## src/rtl/tsoc_pkg.sv

```systemverilog
// ----------------------------------------------------------------------------
// tsoc_pkg
// Shared widths, codes and controller/datapath command and status types for
// the tensor stride-order and contiguity unit.
// ----------------------------------------------------------------------------
`timescale 1ns / 1ps

package tsoc_pkg;

  // Default number of stored dimensions
  localparam int unsigned MAX_DIMS_DEF = 8;

  // Field widths
  localparam int unsigned SIZE_W   = 47;
  localparam int unsigned STRIDE_W = 48;
  localparam int unsigned POS_W    = 3;
  localparam int unsigned CONTIG_W = 2;
  localparam int unsigned ORDER_W  = 3;

  // Multi-cycle multiplier: two halves per operand, four partial products
  localparam int unsigned HALF_W    = 24;
  localparam int unsigned MUL_W     = 2 * HALF_W;
  localparam int unsigned PROD_W    = 2 * MUL_W;
  localparam int unsigned MUL_STEPS = 4;

  // Contiguity codes
  typedef enum logic [CONTIG_W-1:0] {
    CONTIG_FALSE = 2'd0,
    CONTIG_TRUE  = 2'd1,
    CONTIG_NONE  = 2'd2
  } contig_e;

  // Controller to datapath commands
  typedef struct packed {
    logic clr;        // end of run: drop per-dimension flags
    logic load;       // store the incoming dimension
    logic sort_ld_a;  // latch pivot stride for rank counting
    logic sort_cmp;   // compare one stored stride against the pivot
    logic cont_eval;  // evaluate contiguity of one position
    logic mul_start;  // start stride * size of the entry at the position
    logic emit;       // load one result into the output register
    logic emit_err;   // load the error result
    logic last_res;   // marks the final result of the run
  } cmd_t;

  // Datapath to controller status
  typedef struct packed {
    logic sel_nz;      // dimension at idx has nonzero stride
    logic arr_live;    // rearranged entry at idx is not broadcast
    logic mul_done;    // product available this cycle
    logic out_free;    // output register can take a result
    logic stride_neg;  // incoming stride is negative
  } stat_t;

endpackage

```

## src/rtl/tsoc_if.sv

```systemverilog
// ----------------------------------------------------------------------------
// tsoc_if
// Valid/ready channel interfaces: dimension input and result output.
// ----------------------------------------------------------------------------
`timescale 1ns / 1ps

interface tsoc_dim_if;
  import tsoc_pkg::*;

  logic                       valid;
  logic                       ready;
  logic        [SIZE_W-1:0]   dim_size;
  logic signed [STRIDE_W-1:0] dim_stride;
  logic                       last_dim;

  modport source (output valid, dim_size, dim_stride, last_dim, input ready);
  modport sink   (input valid, dim_size, dim_stride, last_dim, output ready);
endinterface

interface tsoc_res_if;
  import tsoc_pkg::*;

  logic                valid;
  logic                ready;
  logic [POS_W-1:0]    position;
  logic [CONTIG_W-1:0] contiguity;
  logic [ORDER_W-1:0]  order_of_dim;
  logic                error;
  logic                final_res;

  modport source (output valid, position, contiguity, order_of_dim, error, final_res,
                  input ready);
  modport sink   (input valid, position, contiguity, order_of_dim, error, final_res,
                  output ready);
endinterface

```

## src/rtl/tsoc_dpath.sv

```systemverilog
// ----------------------------------------------------------------------------
// tsoc_dpath
// Dimension store, rank counter, rearrangement lookup, iterative multiplier
// for contiguity products, and the result output register.
// ----------------------------------------------------------------------------
`timescale 1ns / 1ps

module tsoc_dpath #(
  parameter  int unsigned MAX_DIMS = tsoc_pkg::MAX_DIMS_DEF,
  localparam int unsigned IDX_W    = (MAX_DIMS > 1) ? $clog2(MAX_DIMS) : 1,
  localparam int unsigned CNT_W    = $clog2(MAX_DIMS + 1)
) (
  input  logic                            clk_i,
  input  logic                            rst_ni,
  input  tsoc_pkg::cmd_t                  cmd_i,
  input  logic [IDX_W-1:0]                idx_i,
  input  logic [CNT_W-1:0]                count_i,
  output tsoc_pkg::stat_t                 stat_o,
  input  logic [tsoc_pkg::SIZE_W-1:0]     dim_size_i,
  input  logic [tsoc_pkg::STRIDE_W-1:0]   dim_stride_i,
  input  logic                            res_ready_i,
  output logic                            res_valid_o,
  output logic [tsoc_pkg::POS_W-1:0]      position_o,
  output logic [tsoc_pkg::CONTIG_W-1:0]   contiguity_o,
  output logic [tsoc_pkg::ORDER_W-1:0]    order_of_dim_o,
  output logic                            error_o,
  output logic                            final_res_o
);
  import tsoc_pkg::*;

  // Dimension store and per-dimension flags
  logic [SIZE_W-1:0]   size_q   [MAX_DIMS];
  logic [STRIDE_W-1:0] stride_q [MAX_DIMS];
  logic [MAX_DIMS-1:0] nz_q;
  logic [MAX_DIMS-1:0] bc_q;
  logic [IDX_W-1:0]    sidx_q   [MAX_DIMS];
  contig_e             contig_q [MAX_DIMS];

  // Rearrangement lookup
  logic [IDX_W-1:0]    pc       [MAX_DIMS];
  logic [IDX_W-1:0]    arr_sel;
  logic [IDX_W-1:0]    rank_sel;
  logic [IDX_W-1:0]    rd_idx;
  logic [STRIDE_W-1:0] rd_stride;
  logic [SIZE_W-1:0]   rd_size;

  // Rank counting
  logic [STRIDE_W-1:0] a_q;
  logic [IDX_W-1:0]    a_idx_q;
  logic [IDX_W-1:0]    scnt_q;
  logic [IDX_W-1:0]    scnt_d;
  logic                hit;

  // Multiplier and next-entry product
  logic                mbusy_q;
  logic [2:0]          mstep_q;
  logic [MUL_W-1:0]    ma_q;
  logic [MUL_W-1:0]    mb_q;
  logic [MUL_W-1:0]    pp_q;
  logic [1:0]          psh_q;
  logic [PROD_W-1:0]   acc_q;
  logic [PROD_W-1:0]   acc_d;
  logic [PROD_W-1:0]   pp_shift;
  logic [HALF_W-1:0]   a_part;
  logic [HALF_W-1:0]   b_part;
  logic                mul_done;
  logic                has_next_q;
  logic [PROD_W-1:0]   nprod_q;
  contig_e             contig_new;

  // Output register
  logic                res_valid_q;
  logic [POS_W-1:0]    position_q;
  contig_e             contiguity_q;
  logic [ORDER_W-1:0]  order_q;
  logic                error_q;
  logic                final_q;
  logic [CNT_W-1:0]    order_full;
  logic                out_free;

  // Stored dimensions (undefined until written)
  always_ff @(posedge clk_i) begin
    if (cmd_i.load) begin
      size_q[idx_i]   <= dim_size_i;
      stride_q[idx_i] <= dim_stride_i;
    end
  end

  // Nonzero-stride and broadcast flags
  always_ff @(posedge clk_i or negedge rst_ni) begin
    if (!rst_ni) begin
      nz_q <= '0;
      bc_q <= '0;
    end else if (cmd_i.clr) begin
      nz_q <= '0;
      bc_q <= '0;
    end else if (cmd_i.load) begin
      nz_q[idx_i] <= |dim_stride_i;
      bc_q[idx_i] <= ~|dim_stride_i || (dim_size_i == SIZE_W'(1));
    end
  end

  // Count of nonzero-stride positions left of each position
  always_comb begin
    for (int p = 0; p < MAX_DIMS; p++) begin
      pc[p] = '0;
      for (int q = 0; q < MAX_DIMS; q++) begin
        if (q < p && nz_q[q]) pc[p] = pc[p] + IDX_W'(1);
      end
    end
  end

  // Dimension placed at position idx, and position taken by dimension idx
  always_comb begin
    arr_sel  = idx_i;
    rank_sel = idx_i;
    if (nz_q[idx_i]) begin
      for (int d = 0; d < MAX_DIMS; d++) begin
        if (nz_q[d] && sidx_q[d] == pc[idx_i]) arr_sel = IDX_W'(d);
        if (nz_q[d] && pc[d] == sidx_q[idx_i]) rank_sel = IDX_W'(d);
      end
    end
  end

  // Single read port
  assign rd_idx    = (cmd_i.cont_eval || cmd_i.mul_start) ? arr_sel : idx_i;
  assign rd_stride = stride_q[rd_idx];
  assign rd_size   = size_q[rd_idx];

  // Stable descending rank: larger strides, or equal strides earlier
  assign hit = nz_q[idx_i] &&
               ((rd_stride > a_q) || (rd_stride == a_q && idx_i < a_idx_q));
  assign scnt_d = scnt_q + IDX_W'(hit);

  always_ff @(posedge clk_i) begin
    if (cmd_i.sort_ld_a) begin
      a_q     <= rd_stride;
      a_idx_q <= idx_i;
      scnt_q  <= '0;
    end else if (cmd_i.sort_cmp) begin
      scnt_q          <= scnt_d;
      sidx_q[a_idx_q] <= scnt_d;
    end
  end

  // Contiguity of the entry at a position against the next live entry
  always_comb begin
    if (bc_q[arr_sel]) begin
      contig_new = CONTIG_NONE;
    end else if (has_next_q) begin
      contig_new = (nprod_q == PROD_W'(rd_stride)) ? CONTIG_TRUE : CONTIG_FALSE;
    end else begin
      contig_new = (rd_stride == STRIDE_W'(1)) ? CONTIG_TRUE : CONTIG_FALSE;
    end
  end

  always_ff @(posedge clk_i) begin
    if (cmd_i.cont_eval) contig_q[idx_i] <= contig_new;
  end

  // Multiplier: one 24x24 partial product per cycle, accumulated in the next cycle
  assign a_part   = mstep_q[0] ? ma_q[MUL_W-1:HALF_W] : ma_q[HALF_W-1:0];
  assign b_part   = mstep_q[1] ? mb_q[MUL_W-1:HALF_W] : mb_q[HALF_W-1:0];
  assign mul_done = mbusy_q && (mstep_q == 3'(MUL_STEPS));

  always_comb begin
    case (psh_q)
      2'd0:    pp_shift = PROD_W'(pp_q);
      2'd1:    pp_shift = PROD_W'(pp_q) << HALF_W;
      2'd2:    pp_shift = PROD_W'(pp_q) << (2 * HALF_W);
      default: pp_shift = '0;
    endcase
  end

  assign acc_d = acc_q + pp_shift;

  always_ff @(posedge clk_i or negedge rst_ni) begin
    if (!rst_ni) begin
      mbusy_q    <= 1'b0;
      mstep_q    <= '0;
      has_next_q <= 1'b0;
    end else begin
      if (cmd_i.clr) has_next_q <= 1'b0;
      if (cmd_i.mul_start) begin
        mbusy_q <= 1'b1;
        mstep_q <= '0;
      end else if (mbusy_q) begin
        mstep_q <= mstep_q + 3'd1;
        if (mul_done) begin
          mbusy_q    <= 1'b0;
          has_next_q <= 1'b1;
        end
      end
    end
  end

  always_ff @(posedge clk_i) begin
    if (cmd_i.mul_start) begin
      ma_q  <= MUL_W'(rd_stride);
      mb_q  <= MUL_W'(rd_size);
      acc_q <= '0;
    end else if (mbusy_q) begin
      if (mstep_q < 3'(MUL_STEPS)) begin
        pp_q  <= a_part * b_part;
        psh_q <= 2'({1'b0, mstep_q[0]} + {1'b0, mstep_q[1]});
      end
      if (mstep_q != 3'd0) acc_q <= acc_d;
      if (mul_done) nprod_q <= acc_d;
    end
  end

  // Output register
  assign out_free   = !res_valid_q || res_ready_i;
  assign order_full = count_i - CNT_W'(1) - CNT_W'(rank_sel);

  always_ff @(posedge clk_i or negedge rst_ni) begin
    if (!rst_ni) begin
      res_valid_q <= 1'b0;
    end else if (cmd_i.emit || cmd_i.emit_err) begin
      res_valid_q <= 1'b1;
    end else if (res_ready_i) begin
      res_valid_q <= 1'b0;
    end
  end

  always_ff @(posedge clk_i) begin
    if (cmd_i.emit) begin
      position_q   <= POS_W'(idx_i);
      contiguity_q <= contig_q[idx_i];
      order_q      <= ORDER_W'(order_full);
      error_q      <= 1'b0;
      final_q      <= cmd_i.last_res;
    end else if (cmd_i.emit_err) begin
      position_q   <= '0;
      contiguity_q <= CONTIG_FALSE;
      order_q      <= '0;
      error_q      <= 1'b1;
      final_q      <= 1'b1;
    end
  end

  assign res_valid_o    = res_valid_q;
  assign position_o     = position_q;
  assign contiguity_o   = contiguity_q;
  assign order_of_dim_o = order_q;
  assign error_o        = error_q;
  assign final_res_o    = final_q;

  // Status
  assign stat_o.sel_nz     = nz_q[idx_i];
  assign stat_o.arr_live   = !bc_q[arr_sel];
  assign stat_o.mul_done   = mul_done;
  assign stat_o.out_free   = out_free;
  assign stat_o.stride_neg = dim_stride_i[STRIDE_W-1];

  // Checks
  a_emit_free: assert property (@(posedge clk_i) disable iff (!rst_ni)
    (cmd_i.emit || cmd_i.emit_err) |-> out_free)
    else $error("result loaded while output register holds an untaken transaction");

  a_eval_idle: assert property (@(posedge clk_i) disable iff (!rst_ni)
    cmd_i.cont_eval |-> !mbusy_q)
    else $error("contiguity evaluated while product still in progress");

  a_next_set: assert property (@(posedge clk_i) disable iff (!rst_ni)
    mul_done |=> (has_next_q && !mbusy_q))
    else $error("finished product not recorded as next entry");

endmodule

```

## src/rtl/tsoc_ctrl.sv

```systemverilog
// ----------------------------------------------------------------------------
// tsoc_ctrl
// Run controller: loads dimensions, sequences rank counting, the right-to-left
// contiguity pass and result emission.
// ----------------------------------------------------------------------------
`timescale 1ns / 1ps

module tsoc_ctrl #(
  parameter  int unsigned MAX_DIMS = tsoc_pkg::MAX_DIMS_DEF,
  localparam int unsigned IDX_W    = (MAX_DIMS > 1) ? $clog2(MAX_DIMS) : 1,
  localparam int unsigned CNT_W    = $clog2(MAX_DIMS + 1)
) (
  input  logic             clk_i,
  input  logic             rst_ni,
  input  logic             in_valid_i,
  output logic             in_ready_o,
  input  logic             last_dim_i,
  input  tsoc_pkg::stat_t  stat_i,
  output tsoc_pkg::cmd_t   cmd_o,
  output logic [IDX_W-1:0] idx_o,
  output logic [CNT_W-1:0] count_o
);
  import tsoc_pkg::*;

  typedef enum logic [6:0] {
    S_LOAD   = 7'b0000001,
    S_SORT_A = 7'b0000010,
    S_SORT_J = 7'b0000100,
    S_CONT   = 7'b0001000,
    S_MUL    = 7'b0010000,
    S_EMIT   = 7'b0100000,
    S_ERR    = 7'b1000000
  } state_e;

  state_e           state_q, state_d;
  logic [CNT_W-1:0] cnt_q, cnt_d;
  logic             bad_q, bad_d;
  logic [IDX_W-1:0] i_q, i_d;
  logic [IDX_W-1:0] j_q, j_d;
  logic [IDX_W-1:0] p_q, p_d;
  logic [CNT_W-1:0] n_last;
  logic             i_last;
  logic             j_last;
  logic             p_last;

  assign n_last  = cnt_q - CNT_W'(1);
  assign i_last  = (CNT_W'(i_q) == n_last);
  assign j_last  = (CNT_W'(j_q) == n_last);
  assign p_last  = (CNT_W'(p_q) == n_last);
  assign count_o = cnt_q;

  // Next state and commands
  always_comb begin
    logic             full;
    logic [CNT_W-1:0] cnt_nx;
    logic             bad_nx;

    state_d    = state_q;
    cnt_d      = cnt_q;
    bad_d      = bad_q;
    i_d        = i_q;
    j_d        = j_q;
    p_d        = p_q;
    cmd_o      = '0;
    idx_o      = i_q;
    in_ready_o = 1'b0;
    full       = (cnt_q == CNT_W'(MAX_DIMS));
    cnt_nx     = cnt_q;
    bad_nx     = bad_q;

    case (state_q)
      S_LOAD: begin
        in_ready_o = 1'b1;
        idx_o      = IDX_W'(cnt_q);
        if (in_valid_i) begin
          // a full store drops the dimension unchecked
          if (!full) begin
            cmd_o.load = 1'b1;
            cnt_nx     = cnt_q + CNT_W'(1);
            bad_nx     = bad_q || stat_i.stride_neg;
          end
          cnt_d = cnt_nx;
          bad_d = bad_nx;
          if (last_dim_i) begin
            i_d = '0;
            if (bad_nx || cnt_nx == '0) state_d = S_ERR;
            else                        state_d = S_SORT_A;
          end
        end
      end

      S_SORT_A: begin
        idx_o = i_q;
        if (stat_i.sel_nz) begin
          cmd_o.sort_ld_a = 1'b1;
          j_d             = '0;
          state_d         = S_SORT_J;
        end else if (i_last) begin
          p_d     = IDX_W'(n_last);
          state_d = S_CONT;
        end else begin
          i_d = i_q + IDX_W'(1);
        end
      end

      S_SORT_J: begin
        idx_o          = j_q;
        cmd_o.sort_cmp = 1'b1;
        if (!j_last) begin
          j_d = j_q + IDX_W'(1);
        end else if (i_last) begin
          p_d     = IDX_W'(n_last);
          state_d = S_CONT;
        end else begin
          i_d     = i_q + IDX_W'(1);
          state_d = S_SORT_A;
        end
      end

      // right to left; product only needed when an entry is left of this one
      S_CONT: begin
        idx_o           = p_q;
        cmd_o.cont_eval = 1'b1;
        if (stat_i.arr_live && p_q != '0) begin
          cmd_o.mul_start = 1'b1;
          state_d         = S_MUL;
        end else if (p_q == '0) begin
          state_d = S_EMIT;
        end else begin
          p_d = p_q - IDX_W'(1);
        end
      end

      S_MUL: begin
        idx_o = p_q;
        if (stat_i.mul_done) begin
          p_d     = p_q - IDX_W'(1);
          state_d = S_CONT;
        end
      end

      S_EMIT: begin
        idx_o = p_q;
        if (stat_i.out_free) begin
          cmd_o.emit     = 1'b1;
          cmd_o.last_res = p_last;
          if (p_last) begin
            cmd_o.clr = 1'b1;
            cnt_d     = '0;
            bad_d     = 1'b0;
            state_d   = S_LOAD;
          end else begin
            p_d = p_q + IDX_W'(1);
          end
        end
      end

      S_ERR: begin
        if (stat_i.out_free) begin
          cmd_o.emit_err = 1'b1;
          cmd_o.clr      = 1'b1;
          cnt_d          = '0;
          bad_d          = 1'b0;
          state_d        = S_LOAD;
        end
      end

      default: begin
        state_d = S_LOAD;
      end
    endcase
  end

  // State registers
  always_ff @(posedge clk_i or negedge rst_ni) begin
    if (!rst_ni) begin
      state_q <= S_LOAD;
      cnt_q   <= '0;
      bad_q   <= 1'b0;
      i_q     <= '0;
      j_q     <= '0;
      p_q     <= '0;
    end else begin
      state_q <= state_d;
      cnt_q   <= cnt_d;
      bad_q   <= bad_d;
      i_q     <= i_d;
      j_q     <= j_d;
      p_q     <= p_d;
    end
  end

  // Checks
  a_cnt_range: assert property (@(posedge clk_i) disable iff (!rst_ni)
    cnt_q <= CNT_W'(MAX_DIMS))
    else $error("dimension count beyond store depth");

  a_mul_pos: assert property (@(posedge clk_i) disable iff (!rst_ni)
    (state_q == S_MUL) |-> (p_q != '0))
    else $error("product computed for leftmost position");

  a_err_done: assert property (@(posedge clk_i) disable iff (!rst_ni)
    (state_q == S_ERR && stat_i.out_free) |=> (state_q == S_LOAD && cnt_q == '0 && !bad_q))
    else $error("error transaction did not end the run");

endmodule

```

## src/rtl/tensor_stride_order_contiguity_unit.sv

```systemverilog
// ----------------------------------------------------------------------------
// tensor_stride_order_contiguity_unit
// Dimensions are taken back to back; after the final dimension, rank counting
//   compares each nonzero-stride dimension against every stored one, the
//   contiguity pass evaluates the positions right to left and runs a product on
//   the 4-step shared multiplier for each live entry right of position 0, then
//   one result per cycle is emitted while res_o is ready.
// A negative stride yields a single error result after the final dimension is taken.
// Reset (async, active low) clears count, flags and output valid; store is not.
// ----------------------------------------------------------------------------
`timescale 1ns / 1ps

module tensor_stride_order_contiguity_unit #(
  parameter int unsigned MAX_DIMS = tsoc_pkg::MAX_DIMS_DEF
) (
  input logic       clk_i,
  input logic       rst_ni,
  tsoc_dim_if.sink  dim_i,
  tsoc_res_if.source res_o
);
  import tsoc_pkg::*;

  localparam int unsigned IDX_W = (MAX_DIMS > 1) ? $clog2(MAX_DIMS) : 1;
  localparam int unsigned CNT_W = $clog2(MAX_DIMS + 1);

  cmd_t             cmd;
  stat_t            stat;
  logic [IDX_W-1:0] idx;
  logic [CNT_W-1:0] count;

  // Run sequencing
  tsoc_ctrl #(
    .MAX_DIMS (MAX_DIMS)
  ) u_ctrl (
    .clk_i      (clk_i),
    .rst_ni     (rst_ni),
    .in_valid_i (dim_i.valid),
    .in_ready_o (dim_i.ready),
    .last_dim_i (dim_i.last_dim),
    .stat_i     (stat),
    .cmd_o      (cmd),
    .idx_o      (idx),
    .count_o    (count)
  );

  // Storage, arithmetic and result register
  tsoc_dpath #(
    .MAX_DIMS (MAX_DIMS)
  ) u_dpath (
    .clk_i          (clk_i),
    .rst_ni         (rst_ni),
    .cmd_i          (cmd),
    .idx_i          (idx),
    .count_i        (count),
    .stat_o         (stat),
    .dim_size_i     (dim_i.dim_size),
    .dim_stride_i   (dim_i.dim_stride),
    .res_ready_i    (res_o.ready),
    .res_valid_o    (res_o.valid),
    .position_o     (res_o.position),
    .contiguity_o   (res_o.contiguity),
    .order_of_dim_o (res_o.order_of_dim),
    .error_o        (res_o.error),
    .final_res_o    (res_o.final_res)
  );

endmodule

```

## src/flat_wrapper.sv

```systemverilog
// flat-port wrapper written by rule: the top's interface ports become plain ports
module tensor_stride_order_contiguity_unit_flat import tsoc_pkg::*;
#(
  parameter int unsigned MAX_DIMS = tsoc_pkg::MAX_DIMS_DEF
)
  (clk_i, rst_ni, dim_i_valid, dim_i_dim_size, dim_i_dim_stride, dim_i_last_dim, dim_i_ready, res_o_valid, res_o_position, res_o_contiguity, res_o_order_of_dim, res_o_error, res_o_final_res, res_o_ready);
  tsoc_dim_if dim_i_i ();
  tsoc_res_if res_o_i ();
  input logic clk_i;
  input logic rst_ni;
  input wire logic [$bits(dim_i_i.valid)-1:0] dim_i_valid;
  input wire logic [$bits(dim_i_i.dim_size)-1:0] dim_i_dim_size;
  input wire logic [$bits(dim_i_i.dim_stride)-1:0] dim_i_dim_stride;
  input wire logic [$bits(dim_i_i.last_dim)-1:0] dim_i_last_dim;
  output wire logic [$bits(dim_i_i.ready)-1:0] dim_i_ready;
  output wire logic [$bits(res_o_i.valid)-1:0] res_o_valid;
  output wire logic [$bits(res_o_i.position)-1:0] res_o_position;
  output wire logic [$bits(res_o_i.contiguity)-1:0] res_o_contiguity;
  output wire logic [$bits(res_o_i.order_of_dim)-1:0] res_o_order_of_dim;
  output wire logic [$bits(res_o_i.error)-1:0] res_o_error;
  output wire logic [$bits(res_o_i.final_res)-1:0] res_o_final_res;
  input wire logic [$bits(res_o_i.ready)-1:0] res_o_ready;
  assign dim_i_i.valid = dim_i_valid;
  assign dim_i_i.dim_size = dim_i_dim_size;
  assign dim_i_i.dim_stride = dim_i_dim_stride;
  assign dim_i_i.last_dim = dim_i_last_dim;
  assign dim_i_ready = dim_i_i.ready;
  assign res_o_valid = res_o_i.valid;
  assign res_o_position = res_o_i.position;
  assign res_o_contiguity = res_o_i.contiguity;
  assign res_o_order_of_dim = res_o_i.order_of_dim;
  assign res_o_error = res_o_i.error;
  assign res_o_final_res = res_o_i.final_res;
  assign res_o_i.ready = res_o_ready;
  tensor_stride_order_contiguity_unit #(.MAX_DIMS(MAX_DIMS)) u_core (.clk_i(clk_i), .rst_ni(rst_ni), .dim_i(dim_i_i), .res_o(res_o_i));
endmodule
```

## config.mk

```make
export PLATFORM = sky130hd
export DESIGN_NAME = tensor_stride_order_contiguity_unit_flat
export DESIGN_NICKNAME = d
export VERILOG_FILES = /design/src/rtl/tsoc_pkg.sv /design/src/rtl/tsoc_if.sv /design/src/rtl/tsoc_dpath.sv /design/src/rtl/tsoc_ctrl.sv /design/src/rtl/tensor_stride_order_contiguity_unit.sv /design/src/flat_wrapper.sv
export SDC_FILE = /design/constraint.sdc
export NUM_CORES = 2
export LEC_CHECK = 0
export ABC_AREA = 1
export BUFFER_PORTS_ARGS = -buffer_cell sky130_fd_sc_hd__buf_2
export CELL_PAD_IN_SITES_DETAIL_PLACEMENT = 1
export CELL_PAD_IN_SITES_GLOBAL_PLACEMENT = 2
export CORE_MARGIN = 4
export CORE_UTILIZATION = 43
export CTS_BUF_LIST = sky130_fd_sc_hd__clkbuf_8
export DETAILED_ROUTE_END_ITERATION = 12
export GPL_TIMING_DRIVEN = 1
export HOLD_SLACK_MARGIN = 0.06
export PLACE_DENSITY = 0.88
export REMOVE_ABC_BUFFERS = 1
export SLEW_MARGIN = 20
export SYNTH_ARGS = -nofsm -noshare
export SYNTH_HDL_FRONTEND = slang
export SYNTH_HIERARCHICAL = 1
export SYNTH_SLANG_ARGS = --single-unit
```

## constraint.sdc

```tcl
create_clock -name clk_i -period 16.2 [get_ports clk_i]
set_clock_uncertainty 0.1 [all_clocks]
set_input_delay 3.24 -clock clk_i [delete_from_list [all_inputs] [get_ports clk_i]]
set_output_delay 3.24 -clock clk_i [all_outputs]
set_load 0.03 [all_outputs]
```

==> results.sh <==
export IMPL_synth_top_area_share_pct=43.4
export IMPL_hpwl_mm=181
export IMPL_max_slew_margin_rel_pct=20.8
export IMPL_yosysTopAreaCell="edfxtp_1"
export IMPL_grt_antenna_before_repair=11
export IMPL_synth_sequential_area_ratio_pct=47.5
export IMPL_cp_arrival_ns=14.70
export IMPL_postRouteAntennaNets=0
export IMPL_gr_total_overflow=0
export IMPL_worstMarginPinSlew_ns=1.19
export IMPL_final_area_um2=83400
export IMPL_crit_end="u_core/u_dpath/scnt_q[2]"
export IMPL_gp_congestion=0.922
export IMPL_drc_errors=0
export IMPL_ys_seq_elements=1244
export IMPL_initial_utilization_pct=43.2
export IMPL_cts_max_level=4
export IMPL_avgSynthCellArea_um2=9.71
export IMPL_netlist_cell_type_count=68
export IMPL_max_stage_delay_ns=0.91
export IMPL_grt_pass1_vias=62100
export IMPL_die_w_um=429
export IMPL_wl_per_cell_um=24.2
export IMPL_ctsHoldBuffers=0
export IMPL_worst_setup_path_end_kind="flop"
export IMPL_top_layer_used="met5"
export IMPL_firstDrtPassIters=6
export IMPL_critPathMostFrequentCell="nand2_1"
export IMPL_wl_met3_mm=16.1
export IMPL_drv_slew=0
export IMPL_finalNetCount=8871
export IMPL_yosys_top_cells_area="edfxtp_1, fa_1, nand2_1"
export IMPL_synthesis_area_um2=76100
export IMPL_viasPerCell=5.57
export IMPL_worstPathMaxFanout=134
export IMPL_hold_viol_final=0
export IMPL_grt_pass1_wl_mm=382
export IMPL_fillers=19900
export IMPL_cp_slowest_cell="buf_4"
export IMPL_clk_latency_ns=0.99
export IMPL_synthFlopType="edfxtp_1"
export IMPL_wl_mm=253
export IMPL_rsz0062_at_grt="no"
export IMPL_cts_sinks=1244
export IMPL_r2r_start="u_core/u_dpath/nz_q[0]"
export IMPL_startpoint_type="flop"
export IMPL_critPathKind="flop to flop"
export IMPL_fmax_ghz=0.0718
export IMPL_cp_required_ns=16.99
export IMPL_seq_area_um2=36100
export IMPL_cts_root_buf="clkbuf_8"
export IMPL_m1WireLength_mm=107
export IMPL_yosysWarnings=6
export IMPL_dieHeight_um=429
export IMPL_post_cts_repair_setup_buffers=0
export IMPL_min_path_type="flop to flop"
export IMPL_post_route_min_period_ns=13.92
export IMPL_r2r_end="u_core/u_dpath/scnt_q[2]"
export IMPL_cts_tree="built"
export IMPL_grt_use_total_pct=27.2
export IMPL_ff2ff_setup_slack_ns=2.28
export IMPL_ff2ff_path_depth=65
export IMPL_syn2layout_area_growth_pct=9.50
export IMPL_die_area_um2=184000
export IMPL_async_flop_share_pct=3.46
export IMPL_synthCells=7837
export IMPL_wl_met2_mm=120
export IMPL_cp_startpoint="u_core/u_dpath/nz_q[0]"
export IMPL_numCtsBuffers=202
export IMPL_multi_input_area_um2=34600
export IMPL_grt_start_max_net_pins=247
export IMPL_synth_edf_count=1101
export IMPL_via_count=58300
export IMPL_core_um2=176000
export IMPL_clock_path_buffers=3
export IMPL_dpl_cell_area_um2=79200
export IMPL_portBuffers=111
export IMPL_setup_viol=0
export IMPL_status="finished, final reports clean"
export IMPL_drv_cap=0
export IMPL_clk_pin_slew_ns=0.06
export IMPL_cts_resized=0
export IMPL_first_iter_violations=4658
export IMPL_period_share_pct=85.9
export IMPL_rows=154
export IMPL_drive_above_1_share_pct=7.78
export IMPL_io_pins=112
[how the worst min path moves through the flow]
stage,slack (ns),depth (start not counted),endpoint,startpoint
floorplan,0.34,2,u_core/u_ctrl/bad_q,u_core/u_ctrl/bad_q
global placement,0.35,2,u_core/u_dpath/error_o,u_core/u_dpath/error_o
detailed placement,0.36,2,u_core/u_dpath/error_o,u_core/u_dpath/error_o
CTS,0.37,2,u_core/u_dpath/error_o,u_core/u_dpath/error_o
global route,0.39,2,u_core/u_dpath/scnt_q[0],u_core/u_dpath/scnt_q[0]
finish,0.38,2,u_core/u_dpath/error_o,u_core/u_dpath/error_o
[cell usage after synthesis, drive strengths merged (5+ instances only)]
cell type	instances
a211oi	6
a21boi	5
a21oi	280
a221oi	10
a31oi	97
buf	118
clkbuf	185
clkinv	21
dfrtp	42
dfxtp	100
edfxtp	1101
fa	485
ha	334
inv	1079
nand2	1381
nand3	505
nand3b	39
nand4	38
nor2	1059
nor3	26
nor4	38
o2111ai	9
o211ai	14
o21a	12
o21ai	461
o21bai	6
o221ai	6
o22ai	125
o31ai	8
or2	53
xnor2	68
xor2	94
[per-layer routing]
| metal | global-route usage [%] | vias to the layer above |
|---|---|---|
| met3 | 4.50 | 450 |
| met2 | 45.3 | 1894 |
| met5 | 0 | - |
| li1 | - | 26200 |
| met4 | 9.13 | 4 |
| met1 | 36.2 | 29800 |
[cell families (layout without fill, tap and decap cells)]
family / Yosys count / count (layout) / share of synthesized area (%)
simple gates: 3146 / 3146 / 17.3
flops: 1244 / 1244 / 47.5
mux: 2 / 2 / 0.0263
buf+inv: 1405 / 1695 / 7.36
other cells: 0 / 4 / 0
xor+xnor: 162 / 162 / 1.86
fa+ha+maj: 819 / 819 / 18.2
compound gates: 1059 / 1059 / 7.74
[critical path: cells and delay by family (launching register included)]
kind	cells	cell delay, ns
fa+ha+maj	8	2.25
buf+inv	14	3.53
compound gates	8	1.68
flops	1	0.45
xor+xnor	1	0.48
simple gates	34	5.01
[cells in the final DEF (no fill, tap or decap), types with 12 or more instances in the layout]
cell type,synthesis,layout
a21oi_1,279,278
a31oi_1,97,97
buf_2,56,111
buf_4,31,102
bufinv_16,0,12
clkbuf_8,0,209
clkinv_1,21,79
clkinv_2,0,25
dfrtp_1,42,41
dfxtp_1,100,100
edfxtp_1,1101,1101
fa_1,485,485
ha_1,334,334
inv_1,1059,1117
inv_2,17,17
nand2_1,1357,1356
nand2_2,21,20
nand3_1,498,498
nand3b_1,39,39
nand4_1,38,38
nor2_1,1046,1035
nor2_4,2,13
nor3_1,22,21
nor4_1,38,38
o211ai_1,13,13
o21a_1,12,12
o21ai_0,422,412
o21ai_1,39,37
o22ai_1,125,125
or2_2,51,51
xnor2_1,68,68
xor2_1,94,94
[flip-flops by register name (all words and copies together), names as in the netlist, 4 cells and up]
register,count
u_core/u_dpath/stride_q,384
u_core/u_dpath/contig_q,16
u_core/u_dpath/bc_q,8
u_core/u_ctrl/state_q,7
u_core/u_dpath/nz_q,8
u_core/u_dpath/ma_q,48
u_core/u_dpath/sidx_q,24
u_core/u_dpath/acc_q,96
u_core/u_dpath/mb_q,47
u_core/u_ctrl/count_o,4
u_core/u_dpath/size_q,376
u_core/u_dpath/a_q,48
u_core/u_dpath/pp_q,48
u_core/u_dpath/nprod_q,96
[final cells by class]
| class | instances | share of cell area (%) |
|---|---|---|
| Antenna cell | 4 | 0.0120 |
| Clock buffer | 209 | 3.45 |
| Clock inverter | 170 | 1.53 |
| Inverter | 1100 | 4.98 |
| Multi-Input combinational cell | 5188 | 41.5 |
| Sequential cell | 1244 | 43.4 |
| Tap cell | 2340 | 3.51 |
| Timing Repair Buffer | 216 | 1.66 |
[through the flow]
step | std cells | worst slack, ns | utilization (%) | hold slack (ns) | TNS (ns)
after floorplan | 7532 | -6.27 | - | 0.343 | -1373.91
after global placement | 10100 | 2.86 | 45.0 | 0.355 | 0
after detailed placement | 10100 | 2.41 | 45.0 | 0.358 | 0
after CTS | 10500 | 2.40 | 47.3 | 0.373 | 0
after global routing | 10500 | 1.06 | 47.3 | 0.389 | 0
final | 10500 | 2.28 | 47.3 | 0.375 | 0
Power is not shown: default switching activity piles up to over one toggle a cycle in this logic, so the estimate is an artifact.
